`config.mk`:
```
export PLATFORM = sky130hd
export DESIGN_NAME = masked_score_mean_aggregator_flat
export DESIGN_NICKNAME = d
export VERILOG_FILES = /design/src/design/msma_pkg.sv /design/src/design/msma_in_if.sv /design/src/design/msma_out_if.sv /design/src/design/msma_div.sv /design/src/design/msma_dp.sv /design/src/design/msma_ctrl.sv /design/src/design/masked_score_mean_aggregator.sv /design/src/flat_wrapper.sv
export VERILOG_INCLUDE_DIRS = /design/src /design/src/design
export SDC_FILE = /design/constraint.sdc
export NUM_CORES = 2
export LEC_CHECK = 0
export BUFFER_PORTS_ARGS = -buffer_cell sky130_fd_sc_hd__buf_2
export CAP_MARGIN = 20
export CELL_PAD_IN_SITES_DETAIL_PLACEMENT = 1
export CELL_PAD_IN_SITES_GLOBAL_PLACEMENT = 2
export CORE_UTILIZATION = 35
export DETAILED_ROUTE_END_ITERATION = 16
export PLACE_DENSITY_LB_ADDON = 0.1
export SLEW_MARGIN = 25
export SYNTH_ARGS = -nofsm -noshare
export SYNTH_HDL_FRONTEND = slang
export SYNTH_SLANG_ARGS = --single-unit
```
`constraint.sdc`:
```
create_clock -name clk -period 8.6 [get_ports clk]
set_input_delay 2.58 -clock clk [delete_from_list [all_inputs] [get_ports clk]]
set_output_delay 2.58 -clock clk [all_outputs]
set_load 0.05 [all_outputs]
```
`src/design/masked_score_mean_aggregator_defines.svh`:
```
// Assertion helpers for the design files; msma_dp includes them
`ifndef MASKED_SCORE_MEAN_AGGREGATOR_DEFINES_SVH
`define MASKED_SCORE_MEAN_AGGREGATOR_DEFINES_SVH

// Condition that holds at every clock edge out of reset
`define MSMA_ASSERT(lbl, cond, msg) \
	lbl: assert property (@(posedge clk) disable iff (!arst_n) (cond)) else $error(msg);

// Condition that holds at the clock edge after the trigger
`define MSMA_ASSERT_NEXT(lbl, trig, cond, msg) \
	lbl: assert property (@(posedge clk) disable iff (!arst_n) (trig) |=> (cond)) \
		else $error(msg);

`endif

```
`src/design/msma_pkg.sv`:
```
`default_nettype none

package msma_pkg;

	localparam int SCORE_W     = 16;
	localparam int MAX_QUERIES = 128;
	localparam int CNT_W       = $clog2(MAX_QUERIES + 1);
	localparam int MIN_REQ_W   = 8;
	localparam int CFG_IDX_W   = 1;
	localparam int CFG_DATA_W  = 8;

	// Square-mode term: floor((|v - 320| + 100)^2 / 100) + 320
	localparam int SQ_CENTER   = 320;
	localparam int SQ_BIAS     = 100;
	localparam int SQ_OFFSET   = 320;
	localparam int PROD_W      = 2 * SCORE_W;
	localparam int TERM_W      = 26;
	localparam int TOTAL_W     = TERM_W + 1;
	// x / 100 == (x * RECIP_100) >> RECIP_SHIFT for every 32-bit x
	localparam logic [PROD_W-1:0] RECIP_100 = 32'hA3D7_0A3E;
	localparam int RECIP_SHIFT = 38;

	localparam int DIV_STEPS   = SCORE_W;
	localparam int STEP_W      = $clog2(DIV_STEPS + 1);

	localparam logic [CFG_IDX_W-1:0] CFG_MIN_REQUIRED = 1'd0;
	localparam logic [CFG_IDX_W-1:0] CFG_SQUARE_MODE  = 1'd1;

	localparam logic [MIN_REQ_W-1:0] MIN_REQ_RESET = 8'd1;
	localparam logic [MIN_REQ_W-1:0] MIN_REQ_TOTAL = 8'd1;

	typedef enum logic [2:0] {
		ST_IDLE,
		ST_SQ_MUL,
		ST_SQ_DIV,
		ST_ACC,
		ST_CHECK,
		ST_DIV_WAIT,
		ST_EMIT
	} msma_state_t;

	typedef struct packed {
		logic capture;
		logic sq_mul;
		logic sq_div;
		logic acc;
		logic div_start;
		logic out_load;
	} msma_cmd_t;

	typedef struct packed {
		logic square;
		logic last;
		logic zero_res;
		logic div_busy;
		logic out_free;
	} msma_sts_t;

endpackage

`default_nettype wire

```
`src/design/msma_in_if.sv`:
```
`default_nettype none

interface msma_in_if;
	import msma_pkg::*;

	logic               valid;
	logic               ready;
	logic [SCORE_W-1:0] score;
	logic               last;

	modport source (output valid, output score, output last, input ready);
	modport sink (input valid, input score, input last, output ready);

endinterface

`default_nettype wire

```
`src/design/msma_out_if.sv`:
```
`default_nettype none

interface msma_out_if;
	import msma_pkg::*;

	logic               valid;
	logic               ready;
	logic [SCORE_W-1:0] gene_score;
	logic               sum_wrapped;

	modport source (output valid, output gene_score, output sum_wrapped, input ready);
	modport sink (input valid, input gene_score, input sum_wrapped, output ready);

endinterface

`default_nettype wire

```
`src/design/msma_div.sv`:
```
`default_nettype none

module msma_div (
	input  logic                          clk,
	input  logic                          arst_n,
	input  logic                          start,
	input  logic [msma_pkg::SCORE_W-1:0]  dividend,
	input  logic [msma_pkg::CNT_W-1:0]    divisor,
	output logic                          busy,
	output logic [msma_pkg::SCORE_W-1:0]  quotient
);
	import msma_pkg::*;

	logic [STEP_W-1:0]  steps_q;
	logic [SCORE_W-1:0] quo_q;
	logic [CNT_W-1:0]   rem_q;
	logic [CNT_W-1:0]   dvs_q;
	logic [CNT_W:0]     trial;
	logic [CNT_W:0]     diff;
	logic               fits;

	// One quotient bit per cycle, restoring
	assign trial = {rem_q, quo_q[SCORE_W-1]};
	assign diff  = trial - {1'b0, dvs_q};
	assign fits  = trial >= {1'b0, dvs_q};

	always_ff @(posedge clk or negedge arst_n) begin
		if (!arst_n) begin
			steps_q <= '0;
		end else if (start) begin
			steps_q <= STEP_W'(DIV_STEPS);
		end else if (steps_q != '0) begin
			steps_q <= steps_q - 1'b1;
		end
	end

	always_ff @(posedge clk) begin
		if (start) begin
			quo_q <= dividend;
			rem_q <= '0;
			dvs_q <= divisor;
		end else if (steps_q != '0) begin
			quo_q <= {quo_q[SCORE_W-2:0], fits};
			rem_q <= fits ? diff[CNT_W-1:0] : trial[CNT_W-1:0];
		end
	end

	assign busy     = steps_q != '0;
	assign quotient = quo_q;

endmodule

`default_nettype wire

```
`src/design/msma_dp.sv`:
```
`default_nettype none

`include "masked_score_mean_aggregator_defines.svh"

module msma_dp (
	input  logic                            clk,
	input  logic                            arst_n,
	input  logic                            cfg_we,
	input  logic [msma_pkg::CFG_IDX_W-1:0]  cfg_index,
	input  logic [msma_pkg::CFG_DATA_W-1:0] cfg_data,
	input  logic [msma_pkg::SCORE_W-1:0]    score,
	input  logic                            last,
	input  msma_pkg::msma_cmd_t             cmd,
	output msma_pkg::msma_sts_t             sts,
	input  logic                            res_ready,
	output logic                            res_valid,
	output logic [msma_pkg::SCORE_W-1:0]    gene_score,
	output logic                            sum_wrapped
);
	import msma_pkg::*;

	logic [MIN_REQ_W-1:0] min_req_q;
	logic                 square_q;

	logic [SCORE_W-1:0]   score_q;
	logic                 last_q;
	logic [PROD_W-1:0]    prod_q;
	logic [TERM_W-1:0]    term_q;

	logic [SCORE_W-1:0]   sum_q;
	logic [CNT_W-1:0]     nz_q;
	logic [CNT_W-1:0]     items_q;
	logic                 wrap_q;

	logic                 res_valid_q;
	logic [SCORE_W-1:0]   gene_score_q;
	logic                 sum_wrapped_q;

	logic [SCORE_W:0]     dev;
	logic [SCORE_W-1:0]   biased;
	logic [2*PROD_W-1:0]  scaled;
	logic [TERM_W-1:0]    term;
	logic [TOTAL_W-1:0]   total;
	logic                 zero_res;
	logic [CNT_W-1:0]     divisor;
	logic                 div_busy;
	logic [SCORE_W-1:0]   quotient;
	logic                 gene_clear;

	always_ff @(posedge clk or negedge arst_n) begin
		if (!arst_n) begin
			min_req_q <= MIN_REQ_RESET;
			square_q  <= 1'b0;
		end else if (cfg_we) begin
			case (cfg_index)
				CFG_MIN_REQUIRED: min_req_q <= cfg_data[MIN_REQ_W-1:0];
				CFG_SQUARE_MODE:  square_q  <= cfg_data[0];
				default:          ;
			endcase
		end
	end

	// Square-mode term over two multiply stages
	assign dev    = (score_q >= SCORE_W'(SQ_CENTER))
		? {1'b0, score_q} - (SCORE_W + 1)'(SQ_CENTER)
		: (SCORE_W + 1)'(SQ_CENTER) - {1'b0, score_q};
	assign biased = SCORE_W'(dev + (SCORE_W + 1)'(SQ_BIAS));
	assign scaled = prod_q * RECIP_100;

	always_ff @(posedge clk) begin
		if (cmd.capture) begin
			score_q <= score;
			last_q  <= last;
		end
		if (cmd.sq_mul) begin
			prod_q <= biased * biased;
		end
		if (cmd.sq_div) begin
			term_q <= scaled[RECIP_SHIFT+TERM_W-1:RECIP_SHIFT] + TERM_W'(SQ_OFFSET);
		end
	end

	assign term  = square_q ? term_q : TERM_W'(score_q);
	assign total = TOTAL_W'(sum_q) + TOTAL_W'(term);

	always_ff @(posedge clk or negedge arst_n) begin
		if (!arst_n) begin
			sum_q   <= '0;
			nz_q    <= '0;
			items_q <= '0;
			wrap_q  <= 1'b0;
		end else if (cmd.out_load) begin
			sum_q   <= '0;
			nz_q    <= '0;
			items_q <= '0;
			wrap_q  <= 1'b0;
		end else if (cmd.acc && (items_q < CNT_W'(MAX_QUERIES))) begin
			// Drop items beyond the query limit
			items_q <= items_q + 1'b1;
			if (score_q != '0) begin
				sum_q <= total[SCORE_W-1:0];
				nz_q  <= nz_q + 1'b1;
				if (total[TOTAL_W-1:SCORE_W] != '0) begin
					wrap_q <= 1'b1;
				end
			end
		end
	end

	assign zero_res = (nz_q == '0)
		|| ((min_req_q != MIN_REQ_TOTAL) && (MIN_REQ_W'(nz_q) < min_req_q));
	assign divisor  = (min_req_q == MIN_REQ_TOTAL) ? items_q : nz_q;

	msma_div u_div (
		.clk      (clk),
		.arst_n   (arst_n),
		.start    (cmd.div_start),
		.dividend (sum_q),
		.divisor  (divisor),
		.busy     (div_busy),
		.quotient (quotient)
	);

	always_ff @(posedge clk or negedge arst_n) begin
		if (!arst_n) begin
			res_valid_q <= 1'b0;
		end else if (cmd.out_load) begin
			res_valid_q <= 1'b1;
		end else if (res_ready) begin
			res_valid_q <= 1'b0;
		end
	end

	always_ff @(posedge clk) begin
		if (cmd.out_load) begin
			gene_score_q  <= zero_res ? '0 : quotient;
			sum_wrapped_q <= wrap_q;
		end
	end

	assign sts.square   = square_q;
	assign sts.last     = last_q;
	assign sts.zero_res = zero_res;
	assign sts.div_busy = div_busy;
	assign sts.out_free = !res_valid_q || res_ready;

	assign res_valid   = res_valid_q;
	assign gene_score  = gene_score_q;
	assign sum_wrapped = sum_wrapped_q;

	assign gene_clear = (items_q == '0) && (nz_q == '0) && (sum_q == '0) && !wrap_q;

	`MSMA_ASSERT(a_items_bound, items_q <= CNT_W'(MAX_QUERIES), "item count over limit")
	`MSMA_ASSERT(a_nz_le_items, nz_q <= items_q, "nonzero count above item count")
	`MSMA_ASSERT(a_wrap_needs_nz, !wrap_q || (nz_q != '0), "wrap without a nonzero score")
	`MSMA_ASSERT_NEXT(a_clear_on_emit, cmd.out_load, gene_clear, "gene state not cleared")

endmodule

`default_nettype wire

```
`src/design/msma_ctrl.sv`:
```
`default_nettype none

module msma_ctrl (
	input  logic                clk,
	input  logic                arst_n,
	input  logic                req_valid,
	output logic                req_ready,
	input  msma_pkg::msma_sts_t sts,
	output msma_pkg::msma_cmd_t cmd
);
	import msma_pkg::*;

	msma_state_t state_q;
	msma_state_t state_next;

	always_ff @(posedge clk or negedge arst_n) begin
		if (!arst_n) begin
			state_q <= ST_IDLE;
		end else begin
			state_q <= state_next;
		end
	end

	always_comb begin
		state_next = state_q;
		cmd        = '0;
		req_ready  = 1'b0;
		case (state_q)
			ST_IDLE: begin
				req_ready   = 1'b1;
				cmd.capture = req_valid;
				if (req_valid) begin
					state_next = sts.square ? ST_SQ_MUL : ST_ACC;
				end
			end
			ST_SQ_MUL: begin
				cmd.sq_mul = 1'b1;
				state_next = ST_SQ_DIV;
			end
			ST_SQ_DIV: begin
				cmd.sq_div = 1'b1;
				state_next = ST_ACC;
			end
			ST_ACC: begin
				cmd.acc    = 1'b1;
				state_next = sts.last ? ST_CHECK : ST_IDLE;
			end
			ST_CHECK: begin
				// Skip the divide when the result is forced to zero
				if (sts.zero_res) begin
					state_next = ST_EMIT;
				end else begin
					cmd.div_start = 1'b1;
					state_next    = ST_DIV_WAIT;
				end
			end
			ST_DIV_WAIT: begin
				if (!sts.div_busy) begin
					state_next = ST_EMIT;
				end
			end
			ST_EMIT: begin
				// Hold until the output register frees up
				if (sts.out_free) begin
					cmd.out_load = 1'b1;
					state_next   = ST_IDLE;
				end
			end
			default: begin
				state_next = ST_IDLE;
			end
		endcase
	end

endmodule

`default_nettype wire

```
`src/design/masked_score_mean_aggregator.sv`:
```
`default_nettype none

// Averages one gene's 16-bit scores; a zero score adds nothing to the sum and
// counts in the divisor only while min_required is 1. The request with last
// closes the gene and yields one result (gene_score, sum_wrapped) held in an
// output register. A request passes IDLE, SQ_MUL and SQ_DIV if square_mode is
// set (two registered multiply stages form the squared term), and ACC; a last
// one then passes CHECK, DIV_WAIT for the bit-serial divider unless the result
// is forced to zero, and EMIT, which stalls while the previous result is unread.
// A waiting result does not block new requests until the next gene ends.
// Configuration writes take effect at once and belong between genes.
module masked_score_mean_aggregator (
	input  logic                            clk,
	input  logic                            arst_n,
	msma_in_if.sink                         in_ch,
	msma_out_if.source                      out_ch,
	input  logic                            cfg_we,
	input  logic [msma_pkg::CFG_IDX_W-1:0]  cfg_index,
	input  logic [msma_pkg::CFG_DATA_W-1:0] cfg_data
);
	import msma_pkg::*;

	msma_cmd_t cmd;
	msma_sts_t sts;

	msma_ctrl u_ctrl (
		.clk       (clk),
		.arst_n    (arst_n),
		.req_valid (in_ch.valid),
		.req_ready (in_ch.ready),
		.sts       (sts),
		.cmd       (cmd)
	);

	msma_dp u_dp (
		.clk         (clk),
		.arst_n      (arst_n),
		.cfg_we      (cfg_we),
		.cfg_index   (cfg_index),
		.cfg_data    (cfg_data),
		.score       (in_ch.score),
		.last        (in_ch.last),
		.cmd         (cmd),
		.sts         (sts),
		.res_ready   (out_ch.ready),
		.res_valid   (out_ch.valid),
		.gene_score  (out_ch.gene_score),
		.sum_wrapped (out_ch.sum_wrapped)
	);

endmodule

`default_nettype wire
```
`src/flat_wrapper.sv`:
```
// flat-port wrapper written by rule: the top's interface ports become plain ports
module masked_score_mean_aggregator_flat import msma_pkg::*;
  (clk, arst_n, cfg_we, cfg_index, cfg_data, in_ch_valid, in_ch_score, in_ch_last, in_ch_ready, out_ch_valid, out_ch_gene_score, out_ch_sum_wrapped, out_ch_ready);
  msma_in_if in_ch_i ();
  msma_out_if out_ch_i ();
  input  logic clk;
  input  logic arst_n;
  input  logic cfg_we;
  input  logic [msma_pkg::CFG_IDX_W-1:0] cfg_index;
  input  logic [msma_pkg::CFG_DATA_W-1:0] cfg_data;
  input wire logic [$bits(in_ch_i.valid)-1:0] in_ch_valid;
  input wire logic [$bits(in_ch_i.score)-1:0] in_ch_score;
  input wire logic [$bits(in_ch_i.last)-1:0] in_ch_last;
  output wire logic [$bits(in_ch_i.ready)-1:0] in_ch_ready;
  output wire logic [$bits(out_ch_i.valid)-1:0] out_ch_valid;
  output wire logic [$bits(out_ch_i.gene_score)-1:0] out_ch_gene_score;
  output wire logic [$bits(out_ch_i.sum_wrapped)-1:0] out_ch_sum_wrapped;
  input wire logic [$bits(out_ch_i.ready)-1:0] out_ch_ready;
  assign in_ch_i.valid = in_ch_valid;
  assign in_ch_i.score = in_ch_score;
  assign in_ch_i.last = in_ch_last;
  assign in_ch_ready = in_ch_i.ready;
  assign out_ch_valid = out_ch_i.valid;
  assign out_ch_gene_score = out_ch_i.gene_score;
  assign out_ch_sum_wrapped = out_ch_i.sum_wrapped;
  assign out_ch_i.ready = out_ch_ready;
  masked_score_mean_aggregator u_core (.clk(clk), .arst_n(arst_n), .in_ch(in_ch_i), .out_ch(out_ch_i), .cfg_we(cfg_we), .cfg_index(cfg_index), .cfg_data(cfg_data));
endmodule
```
Word level (Yosys, flattened, before mapping)
Cells that the tools add are included.
- bits of input ports: 31
- latch bits: 0
- RAM bits: 0
- memories kept: 0
- bits in read-only memories: 0
- word-level logic and storage cells: 103
- register bits after elaboration: 175
- shifts and indexed selects: 0
- add/subtract/negate cells: 9
- bitwise operators: 1
- multipliers: 2
- equality and inequality tests: 11
- div/mod/pow operators: 0
- mux-type cells: 38
- magnitude comparators: 4
- reductions and logical operators: 20
- operator list (operator ; count):
    16-bit 2-to-1 mux ; 6
    32-bit by 31-bit multiplier with 63-bit output, second input constant ; 1
    8-bit 2-to-1 mux ; 7
    16-bit by 16-bit multiplier with 32-bit output ; 1
    16-bit by 26-bit adder with 27-bit output ; 1
    26-bit by 9-bit adder with 26-bit output, second input constant ; 1
    26-bit 2-to-1 mux ; 1
    3-bit one-hot mux with 7 select lines ; 1
    16-bit by 7-bit adder with 16-bit output, second input constant ; 1
    8-bit by 1-bit adder with 8-bit output, second input constant ; 2
    16-bit by 9-bit greater-or-equal comparator with 1-bit output, second input constant ; 1
    16-bit nonzero test ; 1
    16-bit by 9-bit subtractor with 16-bit output, second input constant ; 1
    9-bit by 16-bit subtractor with 16-bit output, first input constant ; 1
    1-bit 2-to-1 mux ; 15
    3-bit 2-to-1 mux ; 4
    11-bit nonzero test ; 1
    5-bit 2-to-1 mux ; 2
    2-bit nonzero test ; 5
    3-bit equality test, second input constant ; 3
    9-bit by 8-bit greater-or-equal comparator with 1-bit output ; 1
    8-bit by 1-bit equality test with 1-bit output, second input constant ; 1
    8-bit zero test ; 1
    8-bit less-than comparator ; 1
    other kinds (17) ; 25

Depth between registers and ports, before layout
- word-level depth: 7
- gate-level depth with buffers: 42
- depth with buffers taken out: 40

By module
Synthesis repeated with hierarchy kept, for this count alone.
- cell total of the unflattened synthesis: 3226
- area total of the unflattened synthesis: 32671.3 µm²
- modules (own cells, without submodules) (module ; times used ; sequential area each (µm²) ; area an instance (µm²) ; cells an instance):
    msma_dp ; 1 ; 3809.9 ; 30409.2 ; 3017
    msma_div ; 1 ; 1006.0 ; 2024.4 ; 184
    msma_ctrl ; 1 ; 75.1 ; 237.7 ; 25

Least setup slack after synthesis
No wires, ideal clock.
- kind: register to register
- start: register u_core.u_dp.score_q[0]
- end: register u_core.u_dp.prod_q[31], data pin
- arrival: 9.027 ns
- setup time: 0.260 ns
- buffers on the path: 3
- clock period less this slack: 9.286 ns
- cell stages (with the launch flop): 40
- required time: 8.340 ns
- setup slack: -0.686 ns
- path through: edfxtp_1 -> clkinv_1 -> clkbuf_1 -> ha_1 -> nand2b_1 -> nor4_1 -> or3_4 -> buf_4 -> nor2_1 -> xnor2_1 -> clkinv_1 -> ha_1 -> inv_1 -> o21ai_0 -> or2_2 -> and2_1 -> a21oi_1 -> clkbuf_1 -> [4 not listed] -> fa_1 -> fa_1 -> fa_1 -> inv_1 -> fa_1 -> inv_1 -> ha_1 -> a21o_1 -> a21oi_1 -> and3b_1 -> o211ai_1 -> a31oi_1 -> o21ai_0 -> nand2_1 -> a21oi_1 -> a211oi_1 -> a21oi_1 -> xnor2_1
- word-level cells in the longest chain between the ends: 4
- RTL lines (item ; RTL line ; text):
    from (decl) ; msma_dp.sv:25 ; logic [SCORE_W-1:0] score_q;
    from (signal assigned) ; msma_dp.sv:72 ; score_q <= score;
    9-bit by 16-bit subtractor with 16-bit output, or another cell as far along ; msma_dp.sv:66 ; : (SCORE_W + 1)'(SQ_CENTER) - {1'b0, score_q};
    16-bit 2-to-1 mux (*) ; msma_dp.sv:65 ; ? {1'b0, score_q} - (SCORE_W + 1)'(SQ_CENTER)
    16-bit by 7-bit adder with 16-bit output (*) ; msma_dp.sv:67 ; assign biased = SCORE_W'(dev + (SCORE_W + 1)'(SQ_BIAS));
    16-bit by 16-bit multiplier with 32-bit output (*) ; msma_dp.sv:76 ; prod_q <= biased * biased;
    to (signal assigned) ; msma_dp.sv:76 ;
    to (decl) ; msma_dp.sv:27 ; logic [PROD_W-1:0] prod_q;
Mark *: on every way between the ends. The rest lies on a longest branch, timed or not.
A chain may end at the register's enable or synchronous reset.

Worst setup path in the final report
- start: register u_core.u_dp.score_q[10]
- end: register u_core.u_dp.prod_q[30], data pin
Same word-level chain as after synthesis.

==> impl_metrics.ini <==
[timing]
min_period_ns = 8.86
whs_ns = 0.467
rsz0062_at_grt = yes
relSlewSlack_pct = 32.1
worstMarginPinSlew_ns = 1.02
finalSetupTns_ns = -0.821
hold_viol_final = 0
setup_viol = 9
setup_ws_ns = -0.255
finalCritPeriodShare_pct = 103
skew_ns = 0.0209
max_freq_mhz = 113
finalMaxSlewViolations = 0

[drt]
drc = 0
antenna_left = 0
routed_wl_um = 107000
wl_per_cell_um = 21.2
routed_via_density = 4.88
firstDrtPassIters = 4
drtIter0Drc = 1044
vias = 24700

[synth]
synth-warning-count = 0
syn_area_per_cell_um2 = 9.99
synth_top_area_share_pct = 33.4
synth_area_leaders = fa_1 (33%), ha_1 (20%), edfxtp_1 (10%)
seq_area_frac_synth_pct = 14.8
synthTopCellsByCount = inv_1 (799), fa_1 (549), ha_1 (526)
yosys.area.top_type = fa_1
syn_area_mm2 = 0.0329
synth_edf_count = 115
async_flop_share_pct = 29.3
synth_seq_cells = 174
synth_cell_type_count = 82
yosysMostFrequentCell = inv_1
postSynthCellCount = 3299
ys.flop_type = edfxtp_1

[worst_setup_path]
cp_slowest_cell = or4_4
reg2reg_slack_ns = -0.26
crit_family = adder cells
cp.arrival_ns = 9.06
path_class = register to register
worstPathMaxFanout = 6
start_kind = register
setup.worst_path.end_class = register
crit_required_ns = 8.81
crit_path_max_incr_delay_ns = 0.54
cp_common_cell = fa_1
critical_path_buf_inv_count = 6

[placed_design]
dpl.hpwl_um = 94600
globalplace.congestion = 0.926
numPortBuffers = 49

[finish]
n_fill_cell = 10500
final_util_pct = 42.9
drive_gt1_share_pct = 20.9
multiInputGateArea_mm2 = 0.0258
regArea_mm2 = 0.00489
area_growth_pct = 21.6
antenna_cells = 0
fin_nets = 4901

[clock_network]
root_buffer = clkbuf_16
cts_buffers = 17
htree_num_levels = 4
cts_hold_repair.buffers = 0
cts_buffer_depth = 2
clkTransAtPathRegs_ns = 0.08
cts_tree = done
insertion_delay_ns = 0.47
clkSinkCount = 174

[outcome]
violations = negative setup slack
status = finished, violations left

[grt]
grt_first_pass_wirelength_um = 168000
grt_max_degree = 52
grt_pass1_vias = 28400
grt_antenna_before_repair = 1
grt.overflow.total = 0
track_usage_pct = 23.3

[flow_run]
drv_cap = 0

[die]
row_count = 112
start_util_pct = 35.3
die_w_um = 309
dieHeight_um = 309
io_pins = 50
core_area_mm2 = 0.0933
dieArea_mm2 = 0.0954

[min_path]
min_path_type = register to register
==> cells in the final DEF (no fill, tap or decap), types with 10 or more instances in the layout <==
cell type,Yosys,layout
mux2_2,40,40
nand3_1,31,29
inv_1,799,785
or3_1,16,14
o21bai_1,13,13
o21a_1,15,15
a21oi_1,111,91
and3_1,23,22
nor3_1,35,34
buf_4,1,421
dfrtp_1,50,50
buf_2,2,49
conb_1,2,10
o211ai_1,18,18
ha_4,0,19
fa_1,549,522
a21oi_2,1,16
edfxtp_1,115,115
inv_2,11,22
ha_1,526,504
nor2_1,159,151
nand2b_1,14,12
nand4_1,29,29
o21ai_0,93,84
and2_1,30,29
nand2_1,194,175
or2_2,13,11
xor2_1,51,48
a211oi_1,25,21
a21o_1,46,46
nand2_2,0,15
buf_12,0,22
fa_2,0,27
nor2b_1,18,18
xnor2_1,77,67
clkbuf_16,0,17
buf_6,1,17
==> state kept, by name, indices dropped and copies added (netlist names) <==
name                        flops
u_core.u_dp.square_q            1
u_core.u_dp.nz_q                8
u_core.u_dp.u_div.quotient     16
u_core.u_dp.u_div.steps_q       5
u_core.u_dp.items_q             8
u_core.u_dp.u_div.rem_q         8
u_core.u_dp.u_div.dvs_q         8
u_core.u_dp.gene_score         16
u_core.u_dp.res_valid           1
u_core.u_ctrl.state_q           3
u_core.u_dp.min_req_q           8
u_core.u_dp.sum_wrapped         1
u_core.u_dp.sum_q              16
u_core.u_dp.term_q             26
u_core.u_dp.last_q              1
u_core.u_dp.score_q            16
u_core.u_dp.prod_q             31
u_core.u_dp.wrap_q              1
==> routing by layer <==
layer | track usage [%] | wire (µm)
met3 | 2.22 | 2780
met2 | 40.4 | 52800
met4 | 2.70 | 1090
met1 | 32.4 | 50600
met5 | 0 | 0
==> cells by family (layout without fill, tap and decap cells) <==
group	after synthesis	count (layout)	synth area share, %
DFF	174	174	14.8
buffers and inverters	856	1357	9.79
AOI/OAI and AO/OA	398	398	7.71
muxes	48	48	1.61
adders and majority gates	1075	1075	53.3
and+or+nand+nor	613	613	9.00
other	2	10	0.0228
xor gates and xnor gates	133	133	3.68
==> worst paths after layout <==
path | from | endpoint | cells past startpoint
setup / recovery | u_core.u_dp.score_q[10] | u_core.u_dp.prod_q[30] | 36
hold / removal | u_core.u_dp.u_div.rem_q[7] | u_core.u_dp.u_div.rem_q[7] | 2
setup reg to reg | u_core.u_dp.score_q[10] | u_core.u_dp.prod_q[30] | 36
hold reg to reg | u_core.u_dp.u_div.rem_q[7] | u_core.u_dp.u_div.rem_q[7] | 2
max in group asynchronous | arst_n | u_core.u_dp.sum_q[13] | 2
min in group asynchronous | arst_n | u_core.u_dp.min_req_q[2] | 2
==> tightest hold or removal path: cells and delay by family (launching register included) <==
| family | cells | cell delay, ns |
|---|---|---|
| DFF | 1 | 0.32 |
| and+or+nand+nor | 1 | 0.05 |
| AOI/OAI and AO/OA | 1 | 0.05 |
==> area by class of cell <==
type                            instances  share of cell area, %
Multi-Input combinational cell       2277                   64.5
Tap cell                             1254                   3.92
Timing Repair Buffer                  511                   10.2
Clock buffer                           17                   1.06
Clock inverter                         15                  0.437
Inverter                              814                   7.67
Sequential cell                       174                   12.2
==> what timing repair did <==
item | 4_1_cts | 5_1_grt
gates resized for setup | 54 | 129
cloned | 0 | 0
buffers inserted | 32 | 25
pin swaps | 70 | 76
setup endpoints to repair | 23 | 25
==> per-stage QoR <==
stage / cell area [µm²] / setup slack (ns) / cells
2_1_floorplan: 33200 / -0.0849 / 3307
3_3_place_gp: 38200 / -0.365 / 4975
3_5_place_dp: 38200 / -0.579 / 4975
4_1_cts: 39300 / -0.148 / 5039
5_1_grt: 40000 / -0.544 / 5062
6_report: 40000 / -0.255 / 5062
Power is not shown: default switching activity piles up to over one toggle a cycle in this logic, so the estimate is an artifact.
